`src/hw/rtl/wrhs_pkg.sv`:
```
`default_nettype none

package wrhs_pkg;

  localparam int unsigned DEF_HISTORY_DEPTH = 64;

  localparam int unsigned KH_W    = 16;
  localparam int unsigned PH_W    = 14;
  localparam int unsigned TEMP_W  = 12;
  localparam int unsigned STAMP_W = 32;
  localparam int unsigned COUNT_W = 11;
  localparam int unsigned INT_W   = 11;
  localparam int unsigned IVMS_W  = 27;
  localparam int unsigned ENTRY_W = KH_W + 2 * PH_W + TEMP_W + 1 + STAMP_W;

  // Entry layout in the history memory, low bit first
  localparam int unsigned E_PHR   = KH_W;
  localparam int unsigned E_PHS   = E_PHR + PH_W;
  localparam int unsigned E_TEMP  = E_PHS + PH_W;
  localparam int unsigned E_VALID = E_TEMP + TEMP_W;
  localparam int unsigned E_STAMP = E_VALID + 1;

  localparam logic [STAMP_W-1:0] HOUR_MS    = 32'd3600000;
  localparam logic [STAMP_W-1:0] DAY_MS     = 32'd86400000;
  localparam logic [STAMP_W-1:0] WEEK_MS    = 32'd604800000;
  localparam logic [15:0]        MS_PER_MIN = 16'd60000;
  localparam logic [INT_W-1:0]   INTERVAL_MIN = 11'd60;
  localparam logic [INT_W-1:0]   INTERVAL_MAX = 11'd1440;
  localparam logic [IVMS_W-1:0]  IVMS_RESET   = 27'd3600000;

  typedef enum logic [1:0] {
    OP_ADD   = 2'd0,
    OP_READ  = 2'd1,
    OP_STATS = 2'd2,
    OP_CLEAR = 2'd3
  } wrhs_op_e;

  typedef enum logic [1:0] {
    ST_OK         = 2'd0,
    ST_RANGE      = 2'd1,
    ST_EMPTY      = 2'd2,
    ST_NONE_VALID = 2'd3
  } wrhs_status_e;

  typedef enum logic [1:0] {
    WIN_HOUR = 2'd0,
    WIN_DAY  = 2'd1,
    WIN_WEEK = 2'd2,
    WIN_ALL  = 2'd3
  } wrhs_win_e;

  typedef struct packed {
    logic [1:0]                opcode;
    logic [KH_W-1:0]           kh_in;
    logic [PH_W-1:0]           ph_ref_in;
    logic [PH_W-1:0]           ph_sample_in;
    logic signed [TEMP_W-1:0]  temp_in;
    logic [STAMP_W-1:0]        stamp_in;
    logic                      valid_in;
    logic [7:0]                age_index;
    logic [1:0]                window;
    logic [STAMP_W-1:0]        now_ms;
  } wrhs_item_t;

  typedef struct packed {
    logic [1:0]                status;
    logic                      measure_due;
    logic [COUNT_W-1:0]        count;
    logic [KH_W-1:0]           kh_value;
    logic [PH_W-1:0]           ph_ref_out;
    logic [PH_W-1:0]           ph_sample_out;
    logic signed [TEMP_W-1:0]  temp_out;
    logic [STAMP_W-1:0]        stamp_out;
    logic                      valid_out;
    logic [KH_W-1:0]           std_dev;
    logic [KH_W-1:0]           min_kh;
    logic [KH_W-1:0]           max_kh;
  } wrhs_res_t;

  typedef struct packed {
    logic accept;
    logic read_cap;
    logic walk_step;
    logic walk_fin;
    logic mul_step;
    logic div_start;
    logic div_var;
    logic take_mean;
    logic sqrt_start;
    logic take_std;
    logic out_load;
  } wrhs_cmd_t;

  typedef struct packed {
    logic walk_more;
    logic walk_done;
    logic stats_empty;
    logic mul_last;
    logic div_done;
    logic sqrt_done;
    logic out_free;
  } wrhs_sts_t;

endpackage

`default_nettype wire

```
`src/hw/rtl/wrhs_ctrl.sv`:
```
`default_nettype none

module wrhs_ctrl import wrhs_pkg::*; (
  input  wire logic      clk_i,
  input  wire logic      rst_ni,
  input  wire logic      in_valid_i,
  input  wire logic [1:0] in_op_i,
  output logic           in_ready_o,
  input  wire wrhs_sts_t sts_i,
  output wrhs_cmd_t      cmd_o
);

  typedef enum logic [7:0] {
    S_IDLE   = 8'b0000_0001,
    S_RDWAIT = 8'b0000_0010,
    S_WALK   = 8'b0000_0100,
    S_MUL    = 8'b0000_1000,
    S_DIVM   = 8'b0001_0000,
    S_DIVV   = 8'b0010_0000,
    S_SQRT   = 8'b0100_0000,
    S_DONE   = 8'b1000_0000
  } wrhs_state_e;

  wrhs_state_e state_q, state_d;

  always_comb begin
    state_d    = state_q;
    cmd_o      = '0;
    in_ready_o = 1'b0;
    case (state_q)
      S_IDLE: begin
        in_ready_o = 1'b1;
        if (in_valid_i) begin
          cmd_o.accept = 1'b1;
          case (wrhs_op_e'(in_op_i))
            OP_READ:  state_d = S_RDWAIT;
            OP_STATS: state_d = S_WALK;
            default:  state_d = S_DONE;
          endcase
        end
      end
      S_RDWAIT: begin
        cmd_o.read_cap = 1'b1;
        state_d        = S_DONE;
      end
      S_WALK: begin
        cmd_o.walk_step = sts_i.walk_more;
        if (sts_i.walk_done) begin
          cmd_o.walk_fin = 1'b1;
          state_d        = sts_i.stats_empty ? S_DONE : S_MUL;
        end
      end
      S_MUL: begin
        cmd_o.mul_step = 1'b1;
        if (sts_i.mul_last) begin
          cmd_o.div_start = 1'b1;
          state_d         = S_DIVM;
        end
      end
      S_DIVM: begin
        if (sts_i.div_done) begin
          cmd_o.take_mean = 1'b1;
          cmd_o.div_start = 1'b1;
          cmd_o.div_var   = 1'b1;
          state_d         = S_DIVV;
        end
      end
      S_DIVV: begin
        if (sts_i.div_done) begin
          cmd_o.sqrt_start = 1'b1;
          state_d          = S_SQRT;
        end
      end
      S_SQRT: begin
        if (sts_i.sqrt_done) begin
          cmd_o.take_std = 1'b1;
          state_d        = S_DONE;
        end
      end
      S_DONE: begin
        if (sts_i.out_free) begin
          cmd_o.out_load = 1'b1;
          state_d        = S_IDLE;
        end
      end
      default: state_d = S_IDLE;
    endcase
  end

  always_ff @(posedge clk_i or negedge rst_ni) begin
    if (!rst_ni) begin
      state_q <= S_IDLE;
    end else begin
      state_q <= state_d;
    end
  end

endmodule

`default_nettype wire
```
`config.mk`:
```
export PLATFORM = sky130hd
export DESIGN_NAME = wrhs_ctrl
export DESIGN_NICKNAME = d
export VERILOG_FILES = /design/src/hw/rtl/wrhs_pkg.sv /design/src/hw/rtl/wrhs_ctrl.sv
export SDC_FILE = /design/constraint.sdc
export NUM_CORES = 1
export LEC_CHECK = 0
export BUFFER_PORTS_ARGS = -buffer_cell sky130_fd_sc_hd__clkbuf_2
export CAP_MARGIN = 30
export CORE_UTILIZATION = 40
export CTS_BUF_LIST = sky130_fd_sc_hd__clkbuf_8
export CTS_CLUSTER_SIZE = 12
export DETAILED_ROUTE_END_ITERATION = 16
export PLACE_DENSITY_LB_ADDON = 0.08
export SETUP_SLACK_MARGIN = 0.1
export SLEW_MARGIN = 0
export SYNTH_ARGS = -nofsm -noshare
export SYNTH_HDL_FRONTEND = slang
export SYNTH_SLANG_ARGS = --single-unit
```
`constraint.sdc`:
```
create_clock -name clk_i -period 3.8 [get_ports clk_i]
set_input_delay 0.38 -clock clk_i [delete_from_list [all_inputs] [get_ports clk_i]]
set_output_delay 0.38 -clock clk_i [all_outputs]
set_load 0.01 [all_outputs]
```
==> impl_metrics.toml <==
[status]
status = "finished, final reports clean"

[placement]
gpl.final_weighted_congestion = 0.7707
detailed_place_hpwl_um = 1246
placedCellCount = 108
portBuffers = 23
placed_area_um2 = 780.7

[setup_path]
cells_traversed_along_the_worst_timing_path = "or4_4 -> nor4_1 -> nand2_1 -> o21ai_1 -> clkbuf_2"
timing.critical_path.required_ps = 3420
crit_fanout = 6
rr_worst_depth = 4
path_class = "register to output port"
regToRegStartpoint = "state_q[7]$_DFFE_PN0P_"
endpoint_class_of_the_critical_path = "output port"
cp_data_arrival_time_ps = 2060
reg2reg_setup_slack_ps = 1870
crit_path_max_incr_delay_ps = 610
rr_endpoint = "state_q[3]$_DFFE_PN0P_"
start_kind = "register"
cp_slowest_cell = "or4_4"

[final_layout]
fillCellCount = 149
synth_to_layout_area_growth_pct = 27.97
final_net_count = 112
drive_gt1_frac = 0.3608
finalCoreUtilization = 0.5484
final_cells = 113
largest-register = "state_q"
largest_register_ff_count = 8
finalInstanceArea_um2 = 835.8
reg_top3 = "state_q (8)"
antenna_cells = 0

[timing]
setup_viol_count_final = 0
unrepaired_setup_endpoints_after_global_routing = "no"
clock_skew_ps = 9.428
hold_viol_final = 0
fin_crit_ps = 2442
final_min_period_over_clock_period = 0.6427
achievable_clock_frequency_mhz = 409.4
worst_margin_slew_ps = 414.6
setup_total_negative_slack_ps = 0
max_slew_margin = 0.7211
final_max_slew_viol_count = 0

[synth]
ys_seq_area_frac = 0.3084
synthesis.area_um2 = 653.1
postSynthNetCount = 84
post_synth_num_cell_types = 37
synth_edf_count = 0
ys_warn_count = 0
synth_cells = 70
syn-mean-instance-area_um2 = 9.330
async_flop_share = 1.000
ys.flop_type = "dfrtp_1"
number_of_synthesized_register_bits = 8

[pwr]
powerDensity_nw_per_um2 = 485.7
power.share.combinational = 0.443
power_frac_seq = 0.290
ir_worst_vdd_v = 0.0002490
power.total_mw = 0.4060
cell_internal_pwr_mw = 0.2551
p_leak_nw = 0.4224
clock_power_share = 0.267
netSwitchingFraction = 0.3717
total_switching_power_mw = 0.1509

[min_path]
worstHoldEndpoint = "state_q[6]$_DFFE_PN0P_"
hold_path_class = "input pin to register"
worst_hold_path.num_cells = 2
hold_start = "sts_i[1]"

[flow_run]
cap_violations = 0

[detailed_routing]
route.detailed.vias_per_inst = 5.451
detail_route.drc_violations = 0
final_ant_viol_nets = 0
drt-total-wl_um = 1506
dr.first_iter.drc_count = 21
wire_per_inst_um = 13.33
dr.pass1.iters = 3
via_count = 616

[floorplanning]
initial_core_utilization = 0.4286
placement_rows = 14
die_area_um2 = 1799
dieWidth_um = 42.41
boundary_pin_count = 24
die_h_um = 42.41
floorplan.core_area_um2 = 1524

[cts]
number_of_post_cts_setup_repair_buffers = 0
clk_pin_slew_worst_paths_ps = 50
clock_sink_count = 8
number_of_cts_inserted_buffers = 3
cts_resized = 0
tritoncts = "built"
cts_htree_levels = 1
ctsLongestPathBuffers = 2
clk_root_buffer_cell = "clkbuf_8"
clock_insertion_delay_worst_skew_ps = 230

[global_route]
antenna_violations_before_repair = 0
vias_in_the_first_global_route = 543
grt_start_max_net_pins = 9
grt-ovfl-total = 0
grt_first_pass_wirelength_um = 2380
grt_usage = 0.1827
==> worst max-delay path by stage <==
stage | start | endpoint
global placement | state_q[7]$_DFFE_PN0P_ | cmd_o[5]
global route | state_q[6]$_DFFE_PN0P_ | cmd_o[5]
detailed placement | state_q[6]$_DFFE_PN0P_ | cmd_o[5]
finish | state_q[7]$_DFFE_PN0P_ | cmd_o[5]
CTS | state_q[6]$_DFFE_PN0P_ | cmd_o[5]
floorplan | state_q[7]$_DFFE_PN0P_ | cmd_o[5]
==> cells by family after synthesis <==
group	Yosys count	synth area share
and+or+nand+nor	37	0.3717
AOI/OAI and AO/OA	16	0.2261
DFF	8	0.3084
buffers and inverters	6	0.04022
adders and majority gates	2	0.03831
muxes	1	0.01533
==> timing repair <==
| action | 4_1_cts | 5_1_grt |
|---|---|---|
| endpoints found under the hold margin | 4 | 0 |
| setup endpoints to repair | 0 | 0 |
| hold buffers | 1 | 0 |
==> Yosys cell counts (all sizes together) (2+ instances only) <==
| master | number | area share |
|---|---|---|
| dfrtp | 7 | 0.27 |
| nor2 | 7 | 0.040 |
| and2 | 5 | 0.048 |
| inv | 5 | 0.029 |
| nand2 | 4 | 0.023 |
| nand2b | 3 | 0.029 |
| nor3 | 3 | 0.023 |
| o31ai | 3 | 0.056 |
| a22o | 2 | 0.029 |
| and3b | 2 | 0.027 |
| ha | 2 | 0.038 |
| nor2b | 2 | 0.019 |
| nor4 | 2 | 0.042 |
| o21ai | 2 | 0.015 |
| o22ai | 2 | 0.019 |
| o2bb2ai | 2 | 0.027 |
| or2b | 2 | 0.023 |
| or4 | 2 | 0.029 |
==> cells in the final DEF, fill, tap and decap left out, drive strengths merged <==
cell type and instances:
a211o 1, a22o 2, a32oi 1, and2 5, and2b 1, and3 1
and3b 2, clkbuf 26, dfrtp 7, dfstp 1, dlygate4sd3 1, ha 2
inv 6, mux2i 1, nand2 4, nand2b 3, nand3b 1, nand4bb 1
nor2 7, nor2b 2, nor3 3, nor4 2, o21ai 2, o22ai 2
o2bb2ai 2, o311a 1, o31ai 3, o32ai 1, o41ai 1, or2b 2
or3 1, or4 2
==> critical path, delay by kind of cell, from the launching register on <==
kind                   cells  cell delay (ps)
flip-flops                 1              440
AO/OA/AOI/OAI              1               90
buffers and inverters      1              140
AND/OR/NAND/NOR            3             1150
==> final cells by class <==
type / instances / area [um^2] / share of cell area
inverters: 5 / 18.77 / 0.02246
repair buffers: 24 / 125.1 / 0.1497
well taps: 16 / 20.02 / 0.02395
flip-flops and latches: 8 / 201.4 / 0.2410
clock inverters: 1 / 3.754 / 0.004491
clock buffers: 3 / 41.29 / 0.04940
multi-input cells: 56 / 425.4 / 0.5090
==> through the flow <==
step	hold slack [ps]	setup slack, ps
floorplan	84.41	1574
global placement	249.0	1583
detailed placement	245.8	1598
CTS	355.9	1348
global route	364.1	1221
finish	353.8	1358
==> power by group through the flow <==
| stage | logic (mW) | registers (mW) | clock network, mW |
|---|---|---|---|
| detailed placement | 0.179 | 0.118 | 0 |
| finish | 0.180 | 0.118 | 0.108 |
| floorplan | 0.134 | 0.114 | 0 |
| global route | 0.196 | 0.120 | 0.115 |
| global placement | 0.181 | 0.119 | 0 |
| CTS | 0.181 | 0.117 | 0.110 |
==> layer usage <==
metal	wire, um	vias up	track usage
li1	-	318	-
met1	771	283	0.2400
met2	675	11	0.2800
met3	35	4	0.03879
met4	23	0	0.09375
met5	0	-	0
(Power assumes the default switching activity.)
